===== src/hw/rtl/complex_arith_unit_macros.svh =====
// Assertion helpers used by complex_arith_unit.sv to check this block.
`ifndef COMPLEX_ARITH_UNIT_MACROS_SVH
`define COMPLEX_ARITH_UNIT_MACROS_SVH

// The consequent must hold in the same cycle as the antecedent.
`define CAU_ASSERT_IMP(name, ante, cons, msg) \
  name: assert property (@(posedge clk) disable iff (!rst_n) (ante) |-> (cons)) \
    else $error(msg);

// The consequent must hold in the cycle after the antecedent.
`define CAU_ASSERT_NXT(name, ante, cons, msg) \
  name: assert property (@(posedge clk) disable iff (!rst_n) (ante) |=> (cons)) \
    else $error(msg);

`endif


===== src/hw/rtl/cau_pkg.sv =====
`default_nettype none
package cau_pkg;

  localparam int FRAC_BITS_DEF = 16;
  localparam int QBITS = 34;

  localparam logic [2:0] MODE_ADD  = 3'd0;
  localparam logic [2:0] MODE_SUB  = 3'd1;
  localparam logic [2:0] MODE_MUL  = 3'd2;
  localparam logic [2:0] MODE_DIV  = 3'd3;
  localparam logic [2:0] MODE_DIST = 3'd4;

  localparam logic [2:0] KIND_SUM  = 3'd0;
  localparam logic [2:0] KIND_MUL  = 3'd1;
  localparam logic [2:0] KIND_DIV  = 3'd2;
  localparam logic [2:0] KIND_DIST = 3'd3;
  localparam logic [2:0] KIND_ZERO = 3'd4;
  localparam logic [2:0] KIND_DZ   = 3'd5;

  typedef struct packed {
    logic [2:0]         mode;
    logic signed [31:0] a_real;
    logic signed [31:0] a_imag;
    logic signed [31:0] b_real;
    logic signed [31:0] b_imag;
  } cau_in_t;

  typedef struct packed {
    logic signed [31:0] result_real;
    logic signed [31:0] result_imag;
    logic               divide_by_zero;
    logic               overflow;
  } cau_out_t;

  typedef struct packed {
    logic [2:0]         kind;
    logic               ovf;
    logic signed [31:0] ar;
    logic signed [31:0] ai;
    logic signed [31:0] br;
    logic signed [31:0] bi;
    logic signed [32:0] dx;
    logic signed [32:0] dy;
  } cau_mid_t;

  typedef struct packed {
    logic        ovf;
    logic [31:0] val;
  } cau_sat_t;

  function automatic cau_sat_t cau_sat(input logic neg, input logic big,
                                       input logic [QBITS-1:0] mag);
    cau_sat_t r;
    r.ovf = 1'b0;
    r.val = mag[31:0];
    if (!neg) begin
      if (big || mag > QBITS'(32'h7FFF_FFFF)) begin
        r.ovf = 1'b1;
        r.val = 32'h7FFF_FFFF;
      end
    end else begin
      if (big || mag > QBITS'(32'h8000_0000)) begin
        r.ovf = 1'b1;
        r.val = 32'h8000_0000;
      end else begin
        r.val = ~mag[31:0] + 32'd1;
      end
    end
    return r;
  endfunction

endpackage
`default_nettype wire


===== src/hw/rtl/cau_front.sv =====
`default_nettype none
module cau_front import cau_pkg::*; (
  input  cau_in_t  item_i,
  output cau_mid_t item_o
);

  logic signed [32:0] sr;
  logic signed [32:0] si;
  logic               is_sub;
  logic               ovf_r_part;
  logic               ovf_i_part;
  logic [31:0]        re_sat;
  logic [31:0]        im_sat;

  assign is_sub = (item_i.mode == MODE_SUB);
  assign sr = is_sub ? 33'(item_i.a_real) - 33'(item_i.b_real)
                     : 33'(item_i.a_real) + 33'(item_i.b_real);
  assign si = is_sub ? 33'(item_i.a_imag) - 33'(item_i.b_imag)
                     : 33'(item_i.a_imag) + 33'(item_i.b_imag);
  assign ovf_r_part = sr[32] != sr[31];
  assign ovf_i_part = si[32] != si[31];
  assign re_sat = ovf_r_part ? (sr[32] ? 32'h8000_0000 : 32'h7FFF_FFFF) : sr[31:0];
  assign im_sat = ovf_i_part ? (si[32] ? 32'h8000_0000 : 32'h7FFF_FFFF) : si[31:0];

  always_comb begin
    item_o.kind = KIND_ZERO;
    item_o.ovf  = 1'b0;
    item_o.ar   = item_i.a_real;
    item_o.ai   = item_i.a_imag;
    item_o.br   = item_i.b_real;
    item_o.bi   = item_i.b_imag;
    item_o.dx   = 33'(item_i.a_real) - 33'(item_i.b_real);
    item_o.dy   = 33'(item_i.a_imag) - 33'(item_i.b_imag);
    unique case (item_i.mode)
      MODE_ADD, MODE_SUB: begin
        item_o.kind = KIND_SUM;
        item_o.ovf  = ovf_r_part || ovf_i_part;
        item_o.ar   = re_sat;
        item_o.ai   = im_sat;
      end
      MODE_MUL: item_o.kind = KIND_MUL;
      MODE_DIV: begin
        if (item_i.b_real == 32'sd0 && item_i.b_imag == 32'sd0) item_o.kind = KIND_DZ;
        else item_o.kind = KIND_DIV;
      end
      MODE_DIST: item_o.kind = KIND_DIST;
      default:   item_o.kind = KIND_ZERO;
    endcase
  end

endmodule
`default_nettype wire


===== config.mk =====
export PLATFORM = sky130hd
export DESIGN_NAME = cau_front
export DESIGN_NICKNAME = d
export VERILOG_FILES = /design/src/hw/rtl/complex_arith_unit_macros.svh /design/src/hw/rtl/cau_pkg.sv /design/src/hw/rtl/cau_front.sv
export SDC_FILE = /design/constraint.sdc
export NUM_CORES = 1
export LEC_CHECK = 0
export BUFFER_PORTS_ARGS = -buffer_cell sky130_fd_sc_hd__buf_2
export CORE_ASPECT_RATIO = 1.25
export CORE_MARGIN = 5
export CORE_UTILIZATION = 25
export DETAILED_ROUTE_END_ITERATION = 10
export PLACE_DENSITY_LB_ADDON = 0.12
export SYNTH_ARGS = -nofsm -noshare
export SYNTH_HDL_FRONTEND = slang
export SYNTH_SLANG_ARGS = --single-unit

===== constraint.sdc =====
create_clock -name vclk -period 3.9
set_input_delay 0.195 -clock vclk [all_inputs]
set_output_delay 0.195 -clock vclk [all_outputs]
set_load 0.01 [all_outputs]

; ---- Yosys cells after proc, flatten, opt, wreduce, memory -nomap -nowiden
; Cells that the tools add are included.
[totals]
out_inout_bits = 198
reg_bits = 0
inputBits = 131
elab_cells = 25
[op_classes]
n_eq_ne = 6
add_sub_neg = 4
reduce_logical = 6
mux = 9
[op_table]
columns = op, count
row1 = two-way mux 32 bit, 4
row2 = adder 32 x 32 -> 33 bit, 2
row3 = two-way mux 33 bit, 2
row4 = subtractor 32 x 32 -> 33 bit, 2
row5 = two-way mux 65 bit, 1
row6 = zero test 32 bit, 2
row7 = one-hot mux 3 bit (4 select lines), 1
row8 = "equality test 3 x 2 -> 1 bit, second input constant", 2
row9 = "equality test 3 x 1 -> 1 bit, second input constant", 1
row10 = "equality test 3 bit, second input constant", 1
row11 = zero test 3 bit, 1
row12 = two-way mux 3 bit, 1
row13 = != test 1 bit, 2
row14 = OR reduction 2 bit, 1
row15 = logical AND 1 bit, 1
row16 = logical OR 1 bit, 1

; ---- Depth between registers and ports, before layout
; Gate-level depths: netlist (run 1).
[logic_depth]
depth_word = 5
mapped_depth = 20

; ---- Worst setup path before layout (run 1)
; Ideal clock, no wire load.
[synth_timing]
path_kind = in2out
start = in item_i[4] (netlist bit)
end = out item_o[143] (netlist bit)
cell_stages = 18
required_ns = 3.705
path_slack_ns = -0.196
n_path_buf = 3
arrival_time_ns = 3.901
cell_sequence = inv_1 ha_1 o211ai_1 a21oi_2 o21ai_2 o41ai_2 o21ai_2 a31oi_4 a21oi_2 o41ai_2 a22oi_1 xor2_1 ha_1 clkbuf_1 clkbuf_1 clkbuf_1 nand2_1 a21oi_1
[synth_rtl]
columns = element, line_no
row1 = "start, declared", cau_front.sv:3  ; input cau_in_t item_i,
row2 = "end, declared", cau_front.sv:4  ; output cau_mid_t item_o

==> flow_metrics.env, run 1 <==
export IMPL_status="finished, violations left"
export IMPL_fin_nets=2378
export IMPL_hold_buffers=0
export IMPL_nClkBuffers=0
export IMPL_setup_slack_ns=-0.480
export IMPL_grt_start_max_net_pins=35
export IMPL_synth_cell_types=88
export IMPL_peakVddDrop_mv=0.119
export IMPL_multi_input_area_um2=9580
export IMPL_crit_slowest_cell="or3_4"
export IMPL_antenna_left=0
export IMPL_design_seq_count=0
export IMPL_regArea_um2=0
export IMPL_final_cell_mix="buf_4, buf_2, nor2_1"
export IMPL_clock_fmax_mhz=228
export IMPL_worstPathRequired_ns=3.70
export IMPL_critPathKind="in -> out"
export IMPL_syn_area_um2=9720
export IMPL_ys_top_cells_by_area="ha_1, a21oi_1, xnor2_1"
export IMPL_grt_pass1_vias=13800
export IMPL_grt_usage_pct=23.0
export IMPL_fillCellCount=4173
export IMPL_finalSetupViolCount=32
export IMPL_fin_cells=2602
export IMPL_syn_nets=1772
export IMPL_p_per_area_nw_per_um2=230
export IMPL_overflow=0
export IMPL_dieWidth_um=186
export IMPL_postSynthCellCount=1505
export IMPL_core_um2=38300
export IMPL_port_buffers=329
export IMPL_layout_drive_gt1_share_pct=45.4
export IMPL_drc=0
export IMPL_crit_chain="buf_4 -> inv_12 -> ha_4 -> or3_4 -> nand2b_4 -> a21oi_4 -> o41ai_2 -> a21o_1 -> o21ai_1 -> nand4_1 -> a211o_1 -> a22oi_2 -> xor2_1 -> ha_1 -> a211o_1 -> o211a_4 -> buf_12 -> a22oi_2 -> buf_2"
export IMPL_cp_slowest_stage_delay_ns=0.40
export IMPL_syn_to_final_growth_pct=63.5
export IMPL_synth_top_area_share_pct=17.0
export IMPL_crit_buf_inv=4
export IMPL_worst_pin_slew_ns=0.965
export IMPL_rows=80
export IMPL_hold_class="in -> out"
export IMPL_slew_headroom_pct=35.1
export IMPL_dpl_hpwl_um=45000
export IMPL_violations="setup timing"
export IMPL_cp_top_family="compound AO/OA/AOI/OAI gates"
export IMPL_place_inst=2558
export IMPL_p_leak_nw=7.61
export IMPL_wl_per_cell_um=20.6
export IMPL_period_needed_ns=4.38
export IMPL_hold_slack_ns=0.632
export IMPL_viasPerCell=5.17
export IMPL_vias=13400
export IMPL_fin_crit_sh_pct=112
export IMPL_drv_slew=0
export IMPL_path_max_fanout=7
export IMPL_synth_area_per_cell_um2=6.46
export IMPL_arrival_ns=4.18
export IMPL_drt_iter0_drc=817
export IMPL_start_kind="input pin"
export IMPL_finalInstanceArea_um2=15900
export IMPL_hold_viol=0
export IMPL_grt_first_pass_wirelength_um=79900
export IMPL_synth_warnings=0
export IMPL_yosysSeqAreaShare_pct=0
export IMPL_cap_violations=0
export IMPL_antenna_found_initial=2
export IMPL_routed_wl_um=53500
export IMPL_initial_utilization_pct=25.3
export IMPL_io_pins=329
export IMPL_synth_area_leader_cell="ha_1"
export IMPL_firstDrtPassIters=5
export IMPL_gp_congestion=0.956
export IMPL_cp_end_kind="output pin"
export IMPL_die_y_um=230
export IMPL_place_area_um2=14500
export IMPL_rsz0062_at_grt="yes"
export IMPL_final_common_cell="buf_4"
export IMPL_dieArea_um2=42900
==> per-layer routing <==
layer / part of all wire, % / global-route usage [%] / vias up
met1: 40 / 27.2 / 6334
met3: 5.0 / 2.57 / 99
met5: 0.024 / 0 / -
met4: 4.0 / 7.07 / 2
li1: - / - / 6531
met2: 51 / 43.4 / 475
==> what timing repair did <==
item / CTS / global route
setup endpoints to repair: 63 / 64
gates resized for setup: 96 / 102
gates cloned: 1 / 0
pin swaps: 40 / 54
buffers inserted: 24 / 27
==> cells by family after synthesis <==
family          after synthesis  synth area share, %
mux                          11                 1.18
buf+inv                     284                 14.0
fa+ha+maj                   136                 17.8
xor+xnor                    110                 9.91
simple gates                456                 22.4
compound gates              508                 34.7
==> final timing paths <==
kind | start | endpoint | slack, ns | cells after the start
hold / removal | item_i[43] | item_o[109] | 0.63 | 2
setup / recovery | item_i[8] | item_o[131] | -0.48 | 19
==> synth_stat cells (6+ instances only) <==
cell       instances
buf_4             65
buf_1              7
a211oi_1          19
a21o_1            24
mux2i_1            7
nand4_1           19
a31oi_1           18
inv_1            125
nand2b_1          25
nand2_1          117
nor2_1           145
or2_2              6
nand3_1           14
a22o_1             6
ha_1             132
o21ai_1           10
a21oi_1          181
o2111ai_1          6
nor2b_1           13
o21bai_1          31
xnor2_1           90
a221oi_1           6
clkbuf_1          62
xor2_1            20
nor3_1            39
a221o_1           10
o41ai_1            7
o31ai_1            6
o211ai_1           9
buf_2             19
o21a_1            10
nor4_1            30
or3_1             17
o21ai_0           87
==> where the power goes <==
part	total, mW	switching, mW	internal [mW]
logic	3.66	1.98	1.68
registers	0	0	0
clock network	0.0000000343	0	0.0000000343
==> through the flow <==
step	setup WS [ns]	setup TNS [ns]	utilization, %	power, mW
after global routing	-0.607	-17.60	41.4	3.93
after detailed placement	-0.725	-34.54	37.7	3.21
final	-0.480	-13.14	41.4	3.66
after floorplan	-0.00562	-0.0112	-	1.77
after global placement	-0.610	-33.05	37.7	3.22
after CTS	-0.505	-14.66	39.7	3.46
==> layout make-up <==
cell class                      count  share of cell area (%)
Inverter                          127                    3.11
Timing Repair Buffer              760                    32.7
Tap cell                          492                    3.87
Multi-Input combinational cell   1222                    60.3
Antenna cell                        1                  0.0157
(Power assumes the default switching activity.)
==> run 2: changes to the inputs <==
Settings changed: ABC_AREA set to 1.
==> flow_metrics.env, run 2 <==
export IMPL_viasPerCell=4.56
export IMPL_synth_top_area_share_pct=33.0
export IMPL_slew_headroom_pct=39.4
export IMPL_synth_area_leader_cell="nand2_1"
export IMPL_layout_drive_gt1_share_pct=16.0
export IMPL_regArea_um2=0
export IMPL_p_per_area_nw_per_um2=204
export IMPL_grt_usage_pct=22.1
export IMPL_cp_slowest_stage_delay_ns=0.33
export IMPL_grt_first_pass_wirelength_um=99600
export IMPL_peakVddDrop_mv=0.135
export IMPL_fin_nets=3258
export IMPL_critPathKind="in -> out"
export IMPL_nClkBuffers=0
export IMPL_rows=93
export IMPL_final_common_cell="nand2_1"
export IMPL_postSynthCellCount=2735
export IMPL_final_cell_mix="nand2_1, inv_1, buf_2"
export IMPL_cap_violations=0
export IMPL_fillCellCount=6329
export IMPL_core_um2=51500
export IMPL_worst_pin_slew_ns=0.901
export IMPL_place_worst_setup_slack_ns=-0.163
export IMPL_antenna_left=0
export IMPL_hold_class="in -> out"
export IMPL_multi_input_area_um2=10000
export IMPL_period_needed_ns=3.69
export IMPL_dieArea_um2=56800
export IMPL_routed_wl_um=66400
export IMPL_fin_crit_sh_pct=94.5
export IMPL_p_leak_nw=10.1
export IMPL_drt_iter0_drc=1070
export IMPL_design_seq_count=0
export IMPL_yosysMostFrequentCell="nand2_1"
export IMPL_yosysSeqAreaShare_pct=0
export IMPL_finalSetupViolCount=0
export IMPL_syn_area_um2=13000
export IMPL_m1WireLength_um=25700
export IMPL_synthTopCellsByCount="nand2_1, inv_1, nand3_1"
export IMPL_clock_fmax_mhz=271
export IMPL_wl_per_cell_um=18.2
export IMPL_port_buffers=329
export IMPL_place_area_um2=15200
export IMPL_start_kind="input pin"
export IMPL_status="complete, no violations"
export IMPL_dieWidth_um=214
export IMPL_worstPathRequired_ns=3.70
export IMPL_crit_chain="buf_2 -> inv_1 -> ha_1 -> inv_1 -> a21oi_1 -> o21ai_0 -> a21oi_1 -> o21ai_0 -> a21oi_1 -> or2_1 -> nand2_1 -> nand2_1 -> nand2_1 -> ha_1 -> inv_1 -> nand3_4 -> buf_12 -> a21oi_2 -> buf_2"
export IMPL_antenna_found_initial=1
export IMPL_synth_area_per_cell_um2=4.77
export IMPL_io_pins=329
export IMPL_syn_to_final_growth_pct=17.1
export IMPL_place_inst=3654
export IMPL_rsz0062_at_grt="yes"
export IMPL_drc=0
export IMPL_initial_utilization_pct=25.3
export IMPL_hold_viol=0
export IMPL_crit_slowest_cell="ha_1"
export IMPL_arrival_ns=3.49
export IMPL_gp_congestion=0.957
export IMPL_setup_slack_ns=0.215
export IMPL_path_max_fanout=21
export IMPL_syn_nets=3002
export IMPL_finalSetupTns_ns=0
export IMPL_vias=16700
export IMPL_crit_buf_inv=6
export IMPL_ys_top_cells_by_area="nand2_1, inv_1, ha_1"
export IMPL_synth_warnings=0
export IMPL_fin_util_pct=29.6
export IMPL_overflow=0
export IMPL_finalInstanceArea_um2=15300
export IMPL_antenna_cells=0
export IMPL_grt_pass1_vias=16800
export IMPL_synth_cell_types=37
export IMPL_power_mw=3.12
export IMPL_cp_end_kind="output pin"
export IMPL_die_y_um=265
export IMPL_drv_slew=0
export IMPL_hold_slack_ns=0.612
export IMPL_wl_met2_um=36700
export IMPL_cp_top_family="compound AO/OA/AOI/OAI gates"
export IMPL_firstDrtPassIters=5
export IMPL_dr_wl_met3_um=1950
export IMPL_fin_cells=3654
export IMPL_top_layer="met4"
export IMPL_dpl_hpwl_um=57800
export IMPL_grt_start_max_net_pins=73
==> run 2: cell types whose count changed after synthesis, moves of 19 or more <==
cell / delta
o21ai_0: -53
nor3_1: -28
clkbuf_1: -42
nor2_1: +54
a211oi_1: -19
nand2_1: +1030
xnor2_1: -88
nand3_1: +212
a21oi_1: -83
nand2b_1: -25
o21bai_1: -19
inv_1: +435
==> run 2: area by class of cell <==
type	instances	area share, %
Inverter	564	13.9
Multi-Input combinational cell	2023	65.8
Tap cell	665	5.45
Timing Repair Buffer	402	14.9
==> run 2: cell families (layout without fill, tap and decap cells) <==
group,Yosys count,in the layout,synth area share [%]
AOI/OAI and AO/OA,187,187,8.36
buffers and inverters,712,966,23.8
xor gates and xnor gates,32,32,2.15
adders and majority gates,136,136,13.3
and+or+nand+nor,1668,1668,52.4
==> run 2: what timing repair did <==
| action | CTS | global route |
|---|---|---|
| resized for setup | 6 | 32 |
| buffers inserted | 0 | 0 |
| endpoints found under the setup margin | 1 | 37 |
| cloned | 0 | 0 |
| hold buffers | 0 | 0 |
==> run 2: metal layers <==
metal / global-route usage [%] / up-vias
met5: 0 / -
met4: 5.43 / 0
met3: 0.706 / 59
met2: 46.2 / 387
met1: 24.3 / 7543
li1: - / 8688
==> run 2: where the power goes <==
| part | internal, mW | switching [mW] | total [mW] |
|---|---|---|---|
| logic | 1.05 | 2.07 | 3.12 |
| registers | 0 | 0 | 0 |
| clock network | 0 | 0 | 0 |
| total | 1.05 | 2.07 | 3.12 |
==> run 2: worst paths after layout <==
| path | cells past startpoint | slack [ns] | end | startpoint |
|---|---|---|---|---|
| hold / removal | 2 | 0.61 | item_o[111] | item_i[45] |
| setup / recovery | 19 | 0.21 | item_o[175] | item_i[56] |
