`src/hw/rtl/complex_arith_unit_macros.svh`:
```
// Assertion helpers used by complex_arith_unit.sv to check this block.
`ifndef COMPLEX_ARITH_UNIT_MACROS_SVH
`define COMPLEX_ARITH_UNIT_MACROS_SVH

// The consequent must hold in the same cycle as the antecedent.
`define CAU_ASSERT_IMP(name, ante, cons, msg) \
  name: assert property (@(posedge clk) disable iff (!rst_n) (ante) |-> (cons)) \
    else $error(msg);

// The consequent must hold in the cycle after the antecedent.
`define CAU_ASSERT_NXT(name, ante, cons, msg) \
  name: assert property (@(posedge clk) disable iff (!rst_n) (ante) |=> (cons)) \
    else $error(msg);

`endif

```
`src/hw/rtl/cau_fifo.sv`:
```
`default_nettype none
module cau_fifo #(
  parameter int W = 1
) (
  input  logic         clk,
  input  logic         rst_n,
  input  logic         push,
  input  logic [W-1:0] wdata,
  output logic         full,
  input  logic         pop,
  output logic [W-1:0] rdata,
  output logic         empty
);

  logic [W-1:0] mem_r [2];
  logic         wr_ptr_r;
  logic         rd_ptr_r;
  logic [1:0]   cnt_r;
  logic         do_push;
  logic         do_pop;

  assign full    = (cnt_r == 2'd2);
  assign empty   = (cnt_r == 2'd0);
  assign do_push = push && !full;
  assign do_pop  = pop && !empty;
  assign rdata   = mem_r[rd_ptr_r];

  always_ff @(posedge clk) begin
    if (!rst_n) begin
      wr_ptr_r <= 1'b0;
      rd_ptr_r <= 1'b0;
      cnt_r    <= 2'd0;
    end else begin
      if (do_push) wr_ptr_r <= ~wr_ptr_r;
      if (do_pop) rd_ptr_r <= ~rd_ptr_r;
      cnt_r <= cnt_r + 2'(do_push) - 2'(do_pop);
    end
  end

  always_ff @(posedge clk) begin
    if (do_push) mem_r[wr_ptr_r] <= wdata;
  end

endmodule
`default_nettype wire

```
`config.mk`:
```
export PLATFORM = sky130hd
export DESIGN_NAME = cau_fifo
export DESIGN_NICKNAME = d
export VERILOG_FILES = /design/src/hw/rtl/complex_arith_unit_macros.svh /design/src/hw/rtl/cau_fifo.sv
export SDC_FILE = /design/constraint.sdc
export NUM_CORES = 1
export LEC_CHECK = 0
export BUFFER_PORTS_ARGS = -buffer_cell sky130_fd_sc_hd__buf_2
export CAP_MARGIN = 10
export CORE_AREA = 4 4 41 43
export CTS_BUF_LIST = sky130_fd_sc_hd__clkbuf_4 sky130_fd_sc_hd__clkbuf_8
export CTS_CLUSTER_SIZE = 14
export DETAILED_ROUTE_END_ITERATION = 10
export DIE_AREA = 0 0 45 47
export PLACE_DENSITY = 0.52
export SLEW_MARGIN = 30
export SYNTH_ARGS = -nofsm -noshare
export SYNTH_HDL_FRONTEND = slang
export SYNTH_SLANG_ARGS = --single-unit
```
`constraint.sdc`:
```
create_clock -name clk -period 2.1 [get_ports clk]
set_clock_uncertainty 0.1 [all_clocks]
set_input_delay 0.315 -clock clk [delete_from_list [all_inputs] [get_ports clk]]
set_output_delay 0.315 -clock clk [all_outputs]
set_load 0.1 [all_outputs]
```
# Word-level counts from Yosys, hierarchy flattened
# Memories as Yosys holds them, arrays and structs flattened. A register that Yosys moved wholly into a read port is not among the register bits.
# Index checks and enable logic that the tools add are counted.
# totals
ff_bits	4
latch_bits	0
ram_bits	2
mem_bits_ro	0
in_bits	5
output_inout_bits	3
elab_cells	18
n_memories	1
# op_classes
addsub	2
mul	0
div	0
order_cmp	0
eq_ne	1
shifts	0
muxes	4
n_bitwise	2
reduce_logical	5
# mem_list
name	depth	width	read_ports	rd_ports_with_merged_regs	write_ports	line	rtl
mem_r	2	1	1	1	1	cau_fifo.sv:15	logic [W-1:0] mem_r [2];
# op_table
cell	n
1-bit two-way mux	4
2-bit by 1-bit adder with 2-bit output	1
2-bit == test, second input constant	1
1-bit logical AND	2
1-bit logical NOT	2
2-bit logical NOT	1
1-bit inverter	2
2-bit by 1-bit subtractor with 2-bit output	1

# Depth between registers and ports, before layout
# Gate-level depths: netlist of run 1.
# logic_depth
ltp_word	5
mapped_depth	8

# Worst setup path after synthesis of run 1
# OpenSTA, ideal clock, no wires.
# synth_path
kind	register to output
startpoint	register cnt_r[1]
endpoint	output empty
arrival_ns	1.588
required_time_ns	1.685
setup_slack_ns	0.097
path_stages_with_launch	2
path_buffers	0
cell_sequence	dfxtp_1 nor2_1
# synth_between
elab_chain_len	1
# synth_rtl
element	line	rtl
from (decl)	cau_fifo.sv:18	logic [1:0] cnt_r;
from (signal assigned)	cau_fifo.sv:36	cnt_r <= cnt_r + 2'(do_push) - 2'(do_pop);
2-bit logical NOT	cau_fifo.sv:23	assign empty = (cnt_r == 2'd0);
to (decl)	cau_fifo.sv:12	output logic empty
# Every way passes these cells.

# Final worst setup path of run 1
# layout_path
startpoint	register cnt_r[0]
endpoint	register cnt_r[1]
# layout_between
elab_chain_len	5
elab_cells_between_ends	8
classes_between	2 x add/sub; 1 x eq/ne; 5 x reduce/logical
# layout_rtl
element	line	rtl
2-bit == test	cau_fifo.sv:22	assign full = (cnt_r == 2'd2);
1-bit logical NOT	cau_fifo.sv:24	assign do_push = push && !full;
1-bit logical AND	cau_fifo.sv:24	
2-bit by 1-bit adder with 2-bit output	cau_fifo.sv:36	
2-bit by 1-bit subtractor with 2-bit output (*)	cau_fifo.sv:36	
# Every way passes the cells marked *; elsewhere a longest branch is shown, timed or not.
# A chain may end at the register's enable or synchronous reset.

==> results of run 1 <==
[metrics by stage]
stage	hold slack [ns]	util [%]	instances
6_report	0.158	30.1	56
5_1_grt	0.147	30.1	56
4_1_cts	0.148	30.1	56
3_5_place_dp	0.387	27.8	52
3_3_place_gp	0.375	27.8	52
2_1_floorplan	0.314	-	30
[worst max-delay path by stage]
stage,startpoint,to,cells past startpoint
6_report,cnt_r[0],cnt_r[1],8
3_3_place_gp,cnt_r[0],cnt_r[1],8
5_1_grt,cnt_r[0],cnt_r[1],8
3_5_place_dp,cnt_r[0],cnt_r[1],8
4_1_cts,cnt_r[0],cnt_r[1],8
2_1_floorplan,cnt_r[1],empty,1
[worst reg2reg max path, stage by stage, from the launching register on]
cell and delay [ns]:
dfxtp_1 0.37, nand2b_1 0.16, nand2_1 0.11, ha_1 0.29
inv_1 0.04, ha_1 0.17, xor2_1 0.14, and2_2 0.19
nor3_1 0.13
[routing by layer]
layer | share of wire [%] | vias to the layer above | global-route usage (%) | wire [um]
li1 | - | 118 | - | -
met1 | 46 | 100 | 6.91 | 220
met2 | 47 | 5 | 9.89 | 228
met3 | 6.8 | 0 | 4.60 | 33
met4 | 0 | 0 | 3.51 | 0
met5 | 0 | - | 0 | 0
[placed cells by master (no fill, tap or decap)]
master and n:
dfxtp_1 5, nor2_1 5, xnor2_1 1, and2_2 1, o21a_2 1, and2_1 1
nand2b_1 2, nand2_1 2, edfxtp_1 2, xor2_1 1, clkbuf_4 4, ha_1 2
buf_2 7, and3_1 1, nor3_1 1, mux2i_1 1, mux2_2 1, inv_1 3
[logic make-up (layout without fill, tap and decap cells)]
kind of cell	after synthesis	in the layout	synth area share, %
mux	2	2	6.91
fa+ha+maj	2	2	8.13
flops	7	7	52.0
xor+xnor	2	2	5.69
compound gates	1	1	2.85
simple gates	13	13	20.7
buf+inv	3	14	3.66
[cell type report]
type | count | area (um^2) | share of cell area [%]
Sequential cell | 7 | 160 | 40.9
Inverter | 3 | 11.3 | 2.88
Tap cell | 15 | 18.8 | 4.79
Timing Repair Buffer | 7 | 35.0 | 8.95
Multi-Input combinational cell | 20 | 136 | 34.8
Clock buffer | 4 | 30.0 | 7.67
==> flow_metrics.tcl, run 1 <==
set metrics [dict create \
    syn-num-nets 37 \
    grt_max_degree 6 \
    finish.net_count 49 \
    design_area_um2 392 \
    antenna_found_initial 0 \
    synth_common_cells "dfxtp_1, nor2_1, inv_1" \
    path_buf_inv 1 \
    synth_area_leader_cell "dfxtp_1" \
    min_from "wdata" \
    min_path_cells 1 \
    dieArea_mm2 0.00212 \
    clk_latency_ns 0.25 \
    cp_max_fo 4 \
    worstReg2RegEnd "cnt_r[1]" \
    gp_congestion 0.694 \
    final_antenna_net_count 0 \
    outcome "complete, no violations" \
    crit_type "flip-flop to flip-flop" \
    cp-end-kind "flip-flop" \
    rr_worst_depth 8 \
    finalCritPeriodShare_pct 84.7 \
    drv_cap 0 \
    core_area_mm2 0.00130 \
    totalWireLength_um 483 \
    ys_ff_latch 7 \
    area_delta_synth_final_pct 27.2 \
    drtPass1Iterations 2 \
    worstSetupStartpointType "flip-flop" \
    fillerInstances 151 \
    synthFlopType "dfxtp_1" \
    syn_area_per_cell_um2 10.3 \
    avgRoutedWirePerCell_um 8.63 \
    synth_area_leaders "dfxtp_1, edfxtp_1, ha_1" \
    reg2reg_setup_slack_ns 0.32 \
    fmax_mhz 562 \
    clockBufferDepth 2 \
    post-route-min-period_ns 1.78 \
    slew_headroom_pct 68.0 \
    required_ns 2.17 \
    synth_cells 30 \
    ys_types 16 \
    grt_pass1_wl_um 924 \
    ys_warn_count 0 \
    synth-async-reset-ratio_pct 0 \
    critPathSlowestCell "dfxtp_1" \
    slowest_delay_ns 0.37 \
    ioPinCount 8 \
    drc 0 \
    cts_htree_levels 1 \
    cts-root-buf "clkbuf_4" \
    fp-row-count 13 \
    cts_tree "built" \
    placed_area_um2 362 \
    crit_top_cell "ha_1" \
    hold_viol 0 \
    die_w_um 45 \
    slew_viol_final 0 \
    min_to "mem_r[1]" \
    cts_buffers 3 \
    path_delay_family "simple AND/OR/NAND/NOR gates" \
    rsz0062_at_grt "no" \
    setup_ws_ns 0.322 \
    final-setup-viol-count 0 \
    gr-total-overflow 0 \
    vias_per_cell 3.98 \
    min_path_type "primary input to flip-flop" \
    crit_arrival_ns 1.84 \
    die_h_um 47 \
    path_cells "nand2b_1, nand2_1, ha_1, inv_1, ha_1, xor2_1, and2_2, nor3_1" \
    dr.first_iter.drc_count 1 \
    seq_area_frac_synth_pct 52.0 \
    syn_area_um2 308 \
    grt_pass1_vias 247 \
    place.port_buffers 7 \
    pre_cts_slack_ns 0.342 \
    cts_hold_buffers 0 \
    synth_top_area_share_pct 32.5 \
    synth_edf_count 2 \
    reg2reg_from "cnt_r[0]" \
    fin_setup_tns_ns 0 \
    diodes 0 \
    ctsResizeCount 0 \
    cts.sinks 7 \
    tightest_slew_ns 0.484 \
    clk_pin_slew_ns 0.05 \
    start_util_pct 23.7 \
    vias 223 \
    postCtsSetupBuffers 0 \
    drive_above_1_share_pct 34.1 \
    grtUsageTotal_pct 6.59 \
]
Power of run 1 is not shown: default switching activity piles up to over one toggle a cycle in this logic, so the estimate is an artifact.
==> inputs of run 2 (changes only) <==
Settings changed: PLACE_DENSITY 0.52 to 0.54.
Clock period 2.1 ns to 1.5 ns, I/O delays scaled along.
==> flow_metrics.tcl, run 2 (same netlist as run 1, synthesis figures left out) <==
set metrics [dict create \
    final_cell_mix "buf_4, nor2_1, clkbuf_4, buf_2, dfxtp_1" \
    fin_setup_tns_ns -0.0557 \
    start_util_pct 23.7 \
    crit_arrival_ns 1.64 \
    final_common_cell "buf_4" \
    core_area_mm2 0.00130 \
    hold_viol 0 \
    worstSetupStartpointType "flip-flop" \
    crit_type "flip-flop to flip-flop" \
    fp-row-count 13 \
    required_ns 1.58 \
    antenna_found_initial 0 \
    drv_cap 0 \
    cts_tree "built" \
    min_path_type "primary input to flip-flop" \
    avgRoutedWirePerCell_um 8.31 \
    rsz0062_at_grt "yes" \
    grt_max_degree 5 \
    post-route-min-period_ns 1.56 \
    finalCritPeriodShare_pct 104 \
    cts_htree_levels 1 \
    vias_per_cell 4.00 \
    slew_headroom_pct 81.7 \
    drtPass1Iterations 1 \
    clk_pin_slew_ns 0.06 \
    clockBufferDepth 2 \
    fmax_mhz 643 \
    grt_pass1_wl_um 883 \
    clk_latency_ns 0.25 \
    place.port_buffers 7 \
    ioPinCount 8 \
    diodes 0 \
    violations "negative setup slack" \
    placed_cells 57 \
    die_w_um 45 \
    cts_buffers 3 \
    outcome "complete, but fails checks" \
    cp_max_fo 3 \
    dr.first_iter.drc_count 0 \
    cts_hold_buffers 0 \
    cts.sinks 7 \
    fin_util_pct 41.7 \
    dpl.hpwl_um 400 \
    grtUsageTotal_pct 6.36 \
    tightest_slew_ns 0.277 \
    final-setup-viol-count 1 \
    gp_congestion 0.683 \
    drc 0 \
    vias 248 \
    reg2reg_setup_slack_ns -0.06 \
    area_delta_synth_final_pct 76.4 \
    slew_viol_final 0 \
    gr-total-overflow 0 \
    grt_pass1_vias 232 \
    instances_no_fill 62 \
    final_antenna_net_count 0 \
    dieArea_mm2 0.00212 \
    totalWireLength_um 515 \
    cts-root-buf "clkbuf_4" \
    finish.net_count 55 \
    pre_cts_slack_ns -0.115 \
    die_h_um 47 \
    drive_above_1_share_pct 66.0 \
    setup_ws_ns -0.0557 \
    cp-end-kind "flip-flop" \
]
-- run 2: cell types whose count changed in the layout (fill, tap and decap cells not counted), moves of 2 or more --
cell     before  now
buf_12        0    2
buf_2         7    4
buf_4         0    6
dfxtp_1       5    3
ha_1          2    0
ha_4          0    2
inv_1         3    1
-- run 2: metrics by stage --
step / hold WS (ns) / instance area, um^2
global placement: 0.314 / 474
finish: 0.0663 / 543
floorplan: 0.224 / 353
CTS: 0.0543 / 554
detailed placement: 0.317 / 474
global route: 0.0573 / 543
-- run 2: worst paths after layout --
check                start       end  depth (start not counted)
setup reg to reg  cnt_r[1]  cnt_r[1]                          7
hold reg to reg   wr_ptr_r  wr_ptr_r                          2
hold / removal       wdata  mem_r[1]                          1
setup / recovery  cnt_r[1]  cnt_r[1]                          7
-- run 2: worst max-delay path, cell delays in order (launching register included) --
cell and delay (ns):
dfxtp_4 0.36, o21a_4 0.20, ha_4 0.26, inv_2 0.04
ha_4 0.15, xor2_2 0.14, and2_4 0.15, nor3_2 0.08
-- run 2: final cells by class --
class	count	area [um^2]
fillers	133	758
multi-input cells	20	199
flip-flops and latches	7	165
repair buffers	13	116
clock buffers	4	30.0
well taps	15	18.8
inverters	3	13.8
-- run 2: routing by layer --
metal / vias to the layer above / part of all wire, % / global-route usage, %
li1: 129 / - / -
met1: 112 / 43 / 6.73
met2: 5 / 50 / 9.32
met3: 2 / 4.9 / 4.60
met4: 0 / 1.6 / 3.51
met5: - / 0 / 0
-- run 2: repair_timing --
item | CTS | global route
resized for setup | 8 | 0
setup endpoints to repair | 2 | 2
setup buffers | 2 | 0
pin swaps | 5 | 1
endpoints found under the hold margin | 0 | 0
Power of run 2 is left out for the same reason.
==> inputs of run 3 (changes only) <==
Settings changed: CELL_PAD_IN_SITES_DETAIL_PLACEMENT set to 1, CELL_PAD_IN_SITES_GLOBAL_PLACEMENT set to 2, PLACE_DENSITY 0.54 to 0.73, SETUP_SLACK_MARGIN set to 0.02.
==> flow_metrics.tcl, run 3 (same netlist as run 1, synthesis figures left out) <==
set metrics [dict create \
    vias 268 \
    drive_above_1_share_pct 67.3 \
    grt_pass1_vias 300 \
    drv_cap 0 \
    dpl.hpwl_um 524 \
    gp_congestion 0.716 \
    dr.first_iter.drc_count 1 \
    totalWireLength_um 706 \
    rr_worst_depth 7 \
    avgRoutedWirePerCell_um 11.0 \
    drc 0 \
    setup_ws_ns -0.0871 \
    vias_per_cell 4.19 \
    fp-row-count 13 \
    tightest_slew_ns 0.201 \
    rsz0062_at_grt "yes" \
    placed_cells 57 \
    fin_setup_tns_ns -0.174 \
    ioPinCount 8 \
    cts_tree "built" \
    hold_viol 0 \
    wl_met2_um 397 \
    final_antenna_net_count 0 \
    finalCritPeriodShare_pct 106 \
    grtUsageTotal_pct 8.65 \
    clk_pin_slew_ns 0.05 \
    grt_max_degree 5 \
    cp-end-kind "flip-flop" \
    worstSetupStartpoint "cnt_r[0]" \
    core_area_mm2 0.00130 \
    required_ns 1.57 \
    min_path_cells 1 \
    pre_cts_slack_ns -0.153 \
    grt_pass1_wl_um 1190 \
    gr-total-overflow 0 \
    instances_no_fill 64 \
    crit_end "cnt_r[1]" \
    placed_area_um2 474 \
    crit_type "flip-flop to flip-flop" \
    violations "negative setup slack" \
    dieArea_mm2 0.00212 \
    drtPass1Iterations 2 \
    fmax_mhz 630 \
    clk_latency_ns 0.25 \
    final_common_cell "buf_4" \
    reg2reg_from "cnt_r[0]" \
    post-route-min-period_ns 1.59 \
    diodes 0 \
    outcome "complete, but fails checks" \
    finish.net_count 57 \
    reg2reg_setup_slack_ns -0.09 \
    cts_buffers 3 \
    dr_wl_met3_um 49 \
    drt-met1-wl_um 242 \
    die_w_um 45 \
    slew_headroom_pct 86.6 \
    die_h_um 47 \
    cts_htree_levels 1 \
    final_cell_mix "buf_4, nor2_1, clkbuf_4, buf_2, dfxtp_1" \
    clockBufferDepth 2 \
    crit_arrival_ns 1.66 \
    place.port_buffers 7 \
    start_util_pct 23.7 \
    worstSetupStartpointType "flip-flop" \
    routed.top_layer "met4" \
    cts-root-buf "clkbuf_4" \
    cts.sinks 7 \
    slew_viol_final 0 \
    worstReg2RegEnd "cnt_r[1]" \
    min_path_type "primary input to flip-flop" \
    area_delta_synth_final_pct 85.0 \
    cp_max_fo 3 \
    design_area_um2 569 \
    final-setup-viol-count 2 \
    antenna_found_initial 0 \
]
## run 3: worst min path at each step
stage	start	end	slack (ns)
global route	wdata	mem_r[0]	0.05
floorplan	wdata	mem_r[0]	0.22
global placement	wdata	mem_r[1]	0.31
CTS	wdata	mem_r[1]	0.06
finish	wdata	mem_r[1]	0.06
detailed placement	wdata	mem_r[1]	0.32
## run 3: per-layer routing
metal / track usage (%) / vias to the layer above
li1: - / 133
met1: 6.91 / 127
met2: 15.3 / 6
met3: 4.98 / 2
met4: 7.02 / 0
met5: 0 / -
## run 3: cell type report
type,instances,area (um^2)
Fill cell,154,732
Multi-Input combinational cell,20,204
Timing Repair Buffer,15,135
Sequential cell,7,168
Inverter,3,13.8
Tap cell,15,18.8
Clock buffer,4,30.0
## run 3: what timing repair did
item,in CTS,in global routing
endpoints found under the setup margin,3,4
resized for setup,5,5
pin swaps,4,2
setup buffers,1,2
endpoints found under the hold margin,0,0
hold buffers,0,0
## run 3: per-stage QoR
step	util (%)	hold WS, ns
2_1_floorplan	-	0.224
3_3_place_gp	36.4	0.314
3_5_place_dp	36.4	0.321
4_1_cts	41.6	0.0550
5_1_grt	43.8	0.0484
6_report	43.8	0.0625
## run 3: worst max-delay path, cell delays in order (launching register included)
cell and delay [ns]:
dfxtp_4 0.35, o21a_4 0.23, ha_4 0.26, inv_2 0.04, ha_4 0.15, xor2_2 0.14
and2_4 0.16, nor3_2 0.09
Power of run 3 is left out for the same reason.
